[config.mk]
export PLATFORM = sky130hd
export DESIGN_NAME = sorted_key_list_flat
export DESIGN_NICKNAME = d
export VERILOG_FILES = /design/src/hw/rtl/skl_pkg.sv /design/src/hw/rtl/skl_req_if.sv /design/src/hw/rtl/skl_rsp_if.sv /design/src/hw/rtl/skl_ctrl.sv /design/src/hw/rtl/skl_datapath.sv /design/src/hw/rtl/sorted_key_list.sv /design/src/flat_wrapper.sv
export SDC_FILE = /design/constraint.sdc
export NUM_CORES = 1
export LEC_CHECK = 0
export BUFFER_PORTS_ARGS = -buffer_cell sky130_fd_sc_hd__buf_2
export CORE_MARGIN = 2
export CORE_UTILIZATION = 49
export DETAILED_ROUTE_END_ITERATION = 8
export PLACE_DENSITY = 0.65
export SYNTH_ARGS = -nofsm -noshare
export SYNTH_HDL_FRONTEND = slang
export SYNTH_SLANG_ARGS = --single-unit
[constraint.sdc]
create_clock -name clk -period 11.3 [get_ports clk]
set_clock_uncertainty 0.15 [all_clocks]
set_input_delay 1.13 -clock clk [delete_from_list [all_inputs] [get_ports clk]]
set_output_delay 1.13 -clock clk [all_outputs]
set_load 0.01 [all_outputs]
[src/hw/rtl/skl_pkg.sv]
// ----------------------------------------------------------------------------
// skl_pkg: shared definitions of the sorted key list
// Capacity, derived widths, key type, status codes, sort modes and states.
// ----------------------------------------------------------------------------
package skl_pkg;

	localparam int CAPACITY = 16;
	localparam int CNT_W    = $clog2(CAPACITY + 1);
	localparam int IDX_W    = $clog2(CAPACITY);

	typedef logic signed [7:0] key_t;
	typedef logic [CNT_W-1:0]  count_t;

	localparam logic ACT_INSERT = 1'b0;
	localparam logic ACT_DELETE = 1'b1;

	localparam logic [1:0] MODE_APPEND  = 2'd0;
	localparam logic [1:0] MODE_ASCEND  = 2'd1;
	localparam logic [1:0] MODE_DESCEND = 2'd2;

	typedef enum logic [1:0] {
		ST_DONE    = 2'd0,
		ST_FULL    = 2'd1,
		ST_EMPTY   = 2'd2,
		ST_MISSING = 2'd3
	} status_t;

	typedef enum logic [1:0] {
		S_IDLE,
		S_UPDATE,
		S_REPORT
	} state_t;

	typedef struct packed {
		logic load;
		logic update;
		logic report;
	} cmd_t;

endpackage

[src/hw/rtl/skl_req_if.sv]
// ----------------------------------------------------------------------------
// skl_req_if: request channel of the sorted key list
// Carries one insert or delete operation per transaction.
// ----------------------------------------------------------------------------
interface skl_req_if import skl_pkg::*; ();
	logic valid;
	logic ready;
	logic action;
	key_t key;

	modport source (output valid, output action, output key, input ready);
	modport sink   (input valid, input action, input key, output ready);
endinterface

[src/hw/rtl/skl_rsp_if.sv]
// ----------------------------------------------------------------------------
// skl_rsp_if: response channel of the sorted key list
// Carries the status, count and end keys after each operation.
// ----------------------------------------------------------------------------
interface skl_rsp_if import skl_pkg::*; ();
	logic       valid;
	logic       ready;
	logic [1:0] status;
	logic [4:0] entry_count;
	key_t       head_key;
	key_t       tail_key;

	modport source (output valid, output status, output entry_count,
		output head_key, output tail_key, input ready);
	modport sink   (input valid, input status, input entry_count,
		input head_key, input tail_key, output ready);
endinterface

[src/hw/rtl/skl_ctrl.sv]
// ----------------------------------------------------------------------------
// skl_ctrl: sequencing of the sorted key list
// Accepts a request, runs the list update, then loads the response register.
// ----------------------------------------------------------------------------
module skl_ctrl import skl_pkg::*; (
	input  logic clk,
	input  logic arst_n,
	input  logic req_valid,
	output logic req_ready,
	output logic rsp_valid,
	input  logic rsp_ready,
	output cmd_t cmd
);

	state_t state_q, state_d;
	logic   rsp_valid_q;
	logic   rsp_free;

	// The response register may be reloaded when it is empty or its transaction completes.
	assign rsp_free = !rsp_valid_q || rsp_ready;

	always_comb begin
		state_d = state_q;
		unique case (state_q)
			S_IDLE: begin
				if (req_valid) state_d = S_UPDATE;
			end
			S_UPDATE: state_d = S_REPORT;
			S_REPORT: begin
				if (rsp_free) state_d = S_IDLE;
			end
			default: state_d = S_IDLE;
		endcase
	end

	always_comb begin
		req_ready  = 1'b0;
		cmd        = '0;
		unique case (state_q)
			S_IDLE: begin
				req_ready = 1'b1;
				cmd.load  = req_valid;
			end
			S_UPDATE: cmd.update = 1'b1;
			S_REPORT: cmd.report = rsp_free;
			default: ;
		endcase
	end

	always_ff @(posedge clk or negedge arst_n) begin
		if (!arst_n) begin
			state_q     <= S_IDLE;
			rsp_valid_q <= 1'b0;
		end else begin
			state_q <= state_d;
			if (cmd.report) rsp_valid_q <= 1'b1;
			else if (rsp_ready) rsp_valid_q <= 1'b0;
		end
	end

	assign rsp_valid = rsp_valid_q;

endmodule

[src/hw/rtl/skl_datapath.sv]
// ----------------------------------------------------------------------------
// skl_datapath: key cells, sort mode register and response register
// Each cell compares its key in parallel and shifts towards head or tail.
// ----------------------------------------------------------------------------
module skl_datapath import skl_pkg::*; (
	input  logic       clk,
	input  logic       arst_n,
	input  cmd_t       cmd,
	input  logic       cfg_en,
	input  logic [1:0] cfg_data,
	input  logic       req_action,
	input  key_t       req_key,
	output logic [1:0] rsp_status,
	output logic [4:0] rsp_entry_count,
	output key_t       rsp_head_key,
	output key_t       rsp_tail_key
);

	key_t       ent_q [CAPACITY];
	key_t       ent_d [CAPACITY];
	count_t     count_q, count_d;
	logic [1:0] mode_q;
	logic       action_q;
	key_t       key_q;
	status_t    status_q, status_d;

	logic [CAPACITY-1:0] occupied, pass, ahead, match, found_before;
	logic                hit, full, empty;

	logic [1:0]       out_status_q;
	logic [4:0]       out_count_q;
	key_t             out_head_q, out_tail_q;
	count_t           tail_pos;
	logic [CNT_W+4:0] count_ext;

	assign full  = (count_q >= count_t'(CAPACITY));
	assign empty = (count_q == '0);

	always_comb begin
		for (int i = 0; i < CAPACITY; i++) begin
			occupied[i] = (count_t'(i) < count_q);
			match[i]    = occupied[i] && (ent_q[i] == key_q);
			unique case (mode_q)
				MODE_ASCEND:  pass[i] = occupied[i] && (key_q > ent_q[i]);
				MODE_DESCEND: pass[i] = occupied[i] && (key_q < ent_q[i]);
				default:      pass[i] = occupied[i];
			endcase
		end
		// One-bit chains: cells up to and including the insert slot, cells past the match.
		ahead[0]        = 1'b1;
		found_before[0] = 1'b0;
		for (int i = 1; i < CAPACITY; i++) begin
			ahead[i]        = ahead[i-1] && pass[i-1];
			found_before[i] = found_before[i-1] || match[i-1];
		end
		hit = found_before[CAPACITY-1] || match[CAPACITY-1];
	end

	always_comb begin
		status_d = ST_DONE;
		count_d  = count_q;
		for (int i = 0; i < CAPACITY; i++) ent_d[i] = ent_q[i];
		if (action_q == ACT_INSERT) begin
			if (full) begin
				status_d = ST_FULL;
			end else begin
				count_d = count_q + count_t'(1);
				for (int i = 0; i < CAPACITY; i++) begin
					if (ahead[i] && !pass[i]) ent_d[i] = key_q;
					else if (!ahead[i] && i > 0) ent_d[i] = ent_q[(i > 0) ? i - 1 : 0];
				end
			end
		end else begin
			if (empty) begin
				status_d = ST_EMPTY;
			end else if (!hit) begin
				status_d = ST_MISSING;
			end else begin
				count_d = count_q - count_t'(1);
				for (int i = 0; i < CAPACITY - 1; i++) begin
					if (found_before[i] || match[i]) ent_d[i] = ent_q[i+1];
				end
			end
		end
	end

	always_ff @(posedge clk or negedge arst_n) begin
		if (!arst_n) begin
			count_q <= '0;
			mode_q  <= MODE_ASCEND;
		end else begin
			if (cfg_en) mode_q <= cfg_data;
			if (cmd.update) count_q <= count_d;
		end
	end

	always_ff @(posedge clk) begin
		if (cmd.load) begin
			action_q <= req_action;
			key_q    <= req_key;
		end
		if (cmd.update) begin
			status_q <= status_d;
			for (int i = 0; i < CAPACITY; i++) ent_q[i] <= ent_d[i];
		end
	end

	// Response is taken from the updated cells in the report step.
	assign tail_pos  = count_q - count_t'(1);
	assign count_ext = {5'b0, count_q};

	always_ff @(posedge clk) begin
		if (cmd.report) begin
			out_status_q <= status_q;
			out_count_q  <= count_ext[4:0];
			if (empty) begin
				out_head_q <= '0;
				out_tail_q <= '0;
			end else begin
				out_head_q <= ent_q[0];
				out_tail_q <= ent_q[tail_pos[IDX_W-1:0]];
			end
		end
	end

	assign rsp_status      = out_status_q;
	assign rsp_entry_count = out_count_q;
	assign rsp_head_key    = out_head_q;
	assign rsp_tail_key    = out_tail_q;

endmodule

[src/hw/rtl/sorted_key_list.sv]
// ----------------------------------------------------------------------------
// sorted_key_list: bounded ordered list of signed 8-bit keys
// Top level joining the sequencer and the key cell datapath.
// ----------------------------------------------------------------------------
// Each request transaction carries an action (insert or delete) and a key.
// Inserts go in ascending or descending order, or at the tail, as the sort
// mode register selects; a delete removes the first matching key from the
// head. Every request gives exactly one response transaction with a status,
// the count held afterwards and the head and tail keys (zero when empty).
// The sort mode is written through cfg_en and cfg_data; the user must write it
// only while no request is in flight, as the block does not enforce this.
// A request is accepted only in the idle state. The cells update in the cycle
// after acceptance, and the response register loads in the report step once
// it is free; a new request is accepted only when the sequencer is back in
// idle after the update and report steps of the last one. Reset empties the
// list and sets ascending mode; no clearing pass is needed. While the
// receiver stalls, the next request is still accepted and updated, and waits
// in the report step until the response register is free.
// ----------------------------------------------------------------------------
module sorted_key_list import skl_pkg::*; (
	input  logic       clk,
	input  logic       arst_n,
	input  logic       cfg_en,
	input  logic [1:0] cfg_data,
	skl_req_if.sink    req,
	skl_rsp_if.source  rsp
);

	cmd_t cmd;

	skl_ctrl u_ctrl (
		.clk       (clk),
		.arst_n    (arst_n),
		.req_valid (req.valid),
		.req_ready (req.ready),
		.rsp_valid (rsp.valid),
		.rsp_ready (rsp.ready),
		.cmd       (cmd)
	);

	skl_datapath u_datapath (
		.clk             (clk),
		.arst_n          (arst_n),
		.cmd             (cmd),
		.cfg_en          (cfg_en),
		.cfg_data        (cfg_data),
		.req_action      (req.action),
		.req_key         (req.key),
		.rsp_status      (rsp.status),
		.rsp_entry_count (rsp.entry_count),
		.rsp_head_key    (rsp.head_key),
		.rsp_tail_key    (rsp.tail_key)
	);

endmodule

[src/flat_wrapper.sv]
// flat-port wrapper written by rule: the top's interface ports become plain ports
module sorted_key_list_flat import skl_pkg::*;
  (clk, arst_n, cfg_en, cfg_data, req_valid, req_action, req_key, req_ready, rsp_valid, rsp_status, rsp_entry_count, rsp_head_key, rsp_tail_key, rsp_ready);
  skl_req_if req_i ();
  skl_rsp_if rsp_i ();
  input  logic clk;
  input  logic arst_n;
  input  logic cfg_en;
  input  logic [1:0] cfg_data;
  input wire logic [$bits(req_i.valid)-1:0] req_valid;
  input wire logic [$bits(req_i.action)-1:0] req_action;
  input wire logic [$bits(req_i.key)-1:0] req_key;
  output wire logic [$bits(req_i.ready)-1:0] req_ready;
  output wire logic [$bits(rsp_i.valid)-1:0] rsp_valid;
  output wire logic [$bits(rsp_i.status)-1:0] rsp_status;
  output wire logic [$bits(rsp_i.entry_count)-1:0] rsp_entry_count;
  output wire logic [$bits(rsp_i.head_key)-1:0] rsp_head_key;
  output wire logic [$bits(rsp_i.tail_key)-1:0] rsp_tail_key;
  input wire logic [$bits(rsp_i.ready)-1:0] rsp_ready;
  assign req_i.valid = req_valid;
  assign req_i.action = req_action;
  assign req_i.key = req_key;
  assign req_ready = req_i.ready;
  assign rsp_valid = rsp_i.valid;
  assign rsp_status = rsp_i.status;
  assign rsp_entry_count = rsp_i.entry_count;
  assign rsp_head_key = rsp_i.head_key;
  assign rsp_tail_key = rsp_i.tail_key;
  assign rsp_i.ready = rsp_ready;
  sorted_key_list u_core (.clk(clk), .arst_n(arst_n), .cfg_en(cfg_en), .cfg_data(cfg_data), .req(req_i), .rsp(rsp_i));
endmodule
After elaboration in Yosys (flattened, before gate mapping)
Memory sizes are Yosys's and may differ from the RTL's. A register that Yosys moved wholly into a read port is not among the register bits. Cells that the tools add are included.

Muxes and demuxes: 86. $add $sub $neg: 2. Div/mod/pow operators: 0. Eq/ne operators: 25. Shifts and indexed selects: 0. Bitwise gates (word level): 0. Reductions and logical operators: 114. Magnitude comparators: 49. Multiply operators: 0.

Operator list (number): 8-bit 2-to-1 mux (47); 120-bit 2-to-1 mux (3); 8-bit == test (16); 8-bit > comparator (16); 8-bit less-than comparator (16); 128-bit 2-to-1 mux (1); 1-bit logical AND (77); 4-bit by 5-bit less-than comparator with 1-bit output (first input constant) (8); 1-bit one-hot mux with 2 select lines (16); 3-bit by 5-bit less-than comparator with 1-bit output (first input constant) (4); 5-bit 2-to-1 mux (4); 1-bit logical NOT (16); 1-bit logical OR (16); 1-bit by 5-bit less-than comparator with 1-bit output (first input constant) (2); 2-bit by 5-bit less-than comparator with 1-bit output (first input constant) (2); 2-bit 2-to-1 mux (5); 1-bit 2-to-1 mux (9); 2-bit inequality test (second input constant) (4); 2-bit one-hot mux with 3 select lines (1); 5-bit by 1-bit adder with 5-bit output (second input constant) (1); 5-bit >= comparator (second input constant) (1); 5-bit logical NOT (1); 5-bit by 1-bit subtractor with 5-bit output (second input constant) (1); 2-bit by 1-bit == test with 1-bit output (second input constant) (2); other kinds (6) (7).

Memories: 1. RAM bits: 128. Memory bits (read-only): 0. Logic and storage cells: 287. Input bits: 16. Output and inout port bits: 25. Register bits after elaboration: 36. Bits in latches: 0.

Memories: u_core.u_datapath.ent_q (words 16, width 8, read ports 17, clocked after memory_dff 1, write ports 16, line skl_datapath.sv:19) `key_t ent_q [CAPACITY];`.

Longest topological paths before layout
An unclocked memory read counts as a cell.

Depth in word-level cells: 22. Gate-level depth with buffers: 14. Mapped depth without buffers: 12.

By module
A second synthesis with hierarchy kept.

Cells, all modules: 1286. Area, all modules: 13277.7 um2.

Modules (own cells, without submodules): skl_datapath (area an instance 13145.1 um2, sequential area each 5041.1 um2, instances 1, cells each 1274); skl_ctrl (area an instance 132.6 um2, sequential area each 75.1 um2, instances 1, cells each 12).

Worst setup path before layout
No wires, ideal clock.

Path type: reg-to-reg. From: register u_core.u_datapath.key_q[3]. To: memory u_core.u_datapath.ent_q[15][1] in the netlist's numbering (data pin). Path slack: 7.239 ns. Arrival time: 3.649 ns. Buffers on the path: 1. Setup time: 0.262 ns. Period minus slack after synthesis: 4.061 ns. Cell stages (with the launch flop): 13. Cell sequence: edfxtp_1 ha_1 a21o_1 a21oi_1 o221ai_1 o211ai_1 a221o_1 nand2b_1 or4_1 or2_1 and4b_1 buf_2 mux2_1.

RTL lines: start: declaration (line skl_datapath.sv:24) `key_t key_q;`; start signal: assignment (line skl_datapath.sv:100) `key_q <= req_key;`; end: declaration (line skl_datapath.sv:19).

==> flow_summary_export.csv <==
group,metric,value,unit
route,ant_nets,0,
worst_setup_path,crit_path_start,"u_core.u_datapath.key_q[0]",
power,seqPwrFrac,31.7,%
route,wl,39030,um
synth,avgSynthCellArea,10.30,sq um
die,fp.dieW,168.4,um
die,die_area,28360,sq um
finish,drive_gt1_share,11.99,%
worst_setup_path,worstSetupEndpoint,"u_core.u_datapath.ent_q[11][3]",
flow_run,drv_cap,0,
route,wl_per_cell,23.64,um
synth,yosysSeqAreaShare,38.63,%
die,ios,41,
worst_setup_path,worstPathRequired,11210,ps
finish,utilization,53.71,%
worst_setup_path,max_stage_delay,1070,ps
power,leakage,5.670,nW
grt,antenna_found_initial,2,
power,p_int,1.689,mW
synth,ys_ff_latch,172,
sta,finalCriticalPeriod,5502,ps
synth,ys_async_sr_fraction,5.814,%
worst_setup_path,crit_buf_inv,1,
placement,place.gp.congestion,0.9107,
die,rows,60,
synth,synth_nets,1435,
worst_setup_path,path_common_cell,"nor4_1",
power,ir_worst_vdd,0.1082,mV
clock_network,insertion_delay,440,ps
sta,rsz0062_at_grt,"no",
power,comb_power_share,48.4,%
finish,fin_area,14350,sq um
sta,slew_headroom,10.17,%
power,switching_share,42.45,%
worst_setup_path,cp-end-kind,"flop",
synth,synthFlopType,"edfxtp_1",
clock_network,clockBufferDepth,2,
finish,layout.nets,1445,
clock_network,cts_resized,0,
finish,area_growth,8.370,%
worst_setup_path,rr_worst_depth,10,
grt,grt_usage,27.97,%
sta,finalHoldViolations,0,
die,start_util,49.56,%
worst_setup_path,critPathSlowestCell,"a221oi_1",
die,coreArea,26730,sq um
route,routed_via_density,6.470,
grt,grt_max_degree,63,
synth,synth_cell_types,80,
worst_setup_path,crit_type,"flop to flop",
synth,synth_cells,1286,
worst_setup_path,cp.depth,10,
clock_network,clkSlewWorstSetupHoldPaths,70,ps
clock_network,cts_tree,"yes",
placement,hpwl,28510,um
clock_network,cts_root_buf,"clkbuf_16",
power,power.density,204.5,nW/um^2
sta,max_slew.worst_pin.slew,1337,ps
outcome,outcome,"complete, no violations",
worst_setup_path,worstPathCellList,"inv_1 -> ha_1 -> nand2_1 -> nor3_1 -> nor4b_1 -> nor4_1 -> nor3_4 -> nand3_2 -> nor4_1 -> a221oi_1",
grt,grt_pass1_vias,10265,
synth,yosysWarningCount,0,
route,dr.pass1.iters,6,
grt,grt_pass1_wl,60660,um
sta,period_share,48.69,%
clock_network,hold_buffers,0,
grt,grt_overflow,0,
sta,setup_tns,0,ps
worst_hold_path,worstHoldPathType,"flop to flop",
worst_setup_path,cp.arrival,5410,ps
placement,place_area,13790,sq um
worst_setup_path,worst_r2r_endpoint,"u_core.u_datapath.ent_q[11][3]",
sta,fmax,181.8,MHz
power,clockPowerShare,19.9,%
synth,syn_area,13250,sq um
worst_setup_path,cpLargestDelayFamily,"simple AND/OR/NAND/NOR gates",
route,remaining_drc_errors,0,
clock_network,clock-sinks,172,
die,die-height,168.4,um
placement,port_buffers,40,
clock_network,numCtsBuffers,17,
route,vias,10682,
worst_setup_path,r2r-start,"u_core.u_datapath.key_q[0]",
worst_setup_path,cp_max_fo,18,
sta,finalSetupViolCount,0,
sta,slew_violations,0,
worst_setup_path,cp-start-kind,"flop",
power,switching_power,1.246,mW
power,total_power,2.935,mW
synth,synth_edf_count,162,
route,drtIter0Drc,1051,
clock_network,htree_levels,4,
worst_setup_path,reg2reg_slack,5800,ps
clock_network,postCtsSetupRepairBufs,0,
[per-layer routing]
layer	vias up	track usage (%)	share of wire [%]
met3	64	5.853	8.4
li1	4915	-	-
met1	5194	39.74	44
met2	509	42.26	44
met5	-	0	0
met4	0	10.27	3.1
[worst reg2reg max path: stages (launching register included)]
cell	delay (ps)
edfxtp_1	730
inv_1	610
ha_1	500
nand2_1	50
nor3_1	480
nor4b_1	120
nor4_1	880
nor3_4	90
nand3_2	300
nor4_1	130
a221oi_1	1070
[final cells by class]
class,instances,area (sq um)
fillers,2387,12370
multi-input cells,897,7317
flip-flops and latches,172,5119
inverters,143,536.8
clock buffers,18,439.2
well taps,341,426.7
repair buffers,65,387.9
clock inverters,14,125.1
diodes,1,2.502
[power by group through the flow]
stage          Clock [mW]  Sequential [mW]  Combinational [mW]
6_report            0.584            0.930                1.42
5_1_grt             0.615            0.941                1.53
4_1_cts             0.591            0.929                1.40
3_5_place_dp            0            0.943                1.40
3_3_place_gp            0            0.941                1.37
2_1_floorplan           0            0.916               0.998
[state kept, by name (all words and copies together), names as in the netlist]
register	count
u_core.u_datapath.ent_q	128
u_core.u_datapath.rsp_entry_count	5
u_core.u_datapath.key_q	8
u_core.u_datapath.mode_q	2
u_core.u_datapath.rsp_head_key	8
u_core.u_ctrl.rsp_valid	1
u_core.u_datapath.count_q	5
u_core.u_datapath.action_q	1
u_core.u_datapath.rsp_status	2
u_core.u_ctrl.state_q	2
u_core.u_datapath.rsp_tail_key	8
u_core.u_datapath.status_q	2
[cells in the final DEF (no fill, tap or decap), types with 17 or more instances in the layout]
cell type  instances
a211oi_1          29
a21oi_1           43
buf_2             40
buf_4             25
clkbuf_16         17
edfxtp_1         162
ha_1             133
inv_1            142
mux2i_1          112
mux4_2            32
nand2_1           80
nand2b_1          18
nand4_1           31
nor2_1            53
nor2b_1           18
nor3_1            21
o21ai_0           55
o22ai_1           77
o31ai_1           31
[worst min-delay path by stage]
stage                                        from  slack, ps                              end  depth (start not counted)
floorplan           u_core.u_datapath.status_q[0]        250  u_core.u_datapath.rsp_status[0]                          0
global placement    u_core.u_datapath.status_q[0]        260  u_core.u_datapath.rsp_status[0]                          0
detailed placement  u_core.u_datapath.status_q[0]        280  u_core.u_datapath.rsp_status[0]                          0
CTS                 u_core.u_datapath.status_q[0]        290  u_core.u_datapath.rsp_status[0]                          0
global route        u_core.u_datapath.status_q[0]        290  u_core.u_datapath.rsp_status[0]                          0
finish              u_core.u_datapath.status_q[0]        290  u_core.u_datapath.rsp_status[0]                          0
[per-stage QoR]
stage               setup WS, ps  hold WS [ps]  std cells
finish                      5798         291.6       1651
global route                5511         294.1       1650
CTS                         5910         291.8       1650
detailed placement          5902         275.2       1618
global placement            6151         260.2       1618
floorplan                   7239         250.3       1286
[cells by family (layout without fill, tap and decap cells)]
logic type      count (synthesis)  in the layout  synth area share, %
buf+inv                       217            240                6.263
xor+xnor                        6              6               0.3967
flops                         172            172                38.63
simple gates                  305            305                12.70
compound gates                301            301                14.87
mux                           152            152                14.59
other cells                     0              1                    0
fa+ha+maj                     133            133                12.56
[Yosys cell counts (all sizes together) (19+ instances only)]
library cell	n	share of area (%)
o31ai	31	1.8
mux2i	112	8.5
o22ai	77	3.6
nor2	55	1.6
inv	143	4.1
o21ai	57	2.2
a21oi	44	1.7
nand4	32	1.6
nand2	80	2.3
clkbuf	59	1.7
edfxtp	162	37
nor3	24	1.1
ha	133	13
nor2b	19	0.90
mux4	32	5.4
a211oi	29	1.6
No activity file was read; power rests on OpenSTA's default activity.
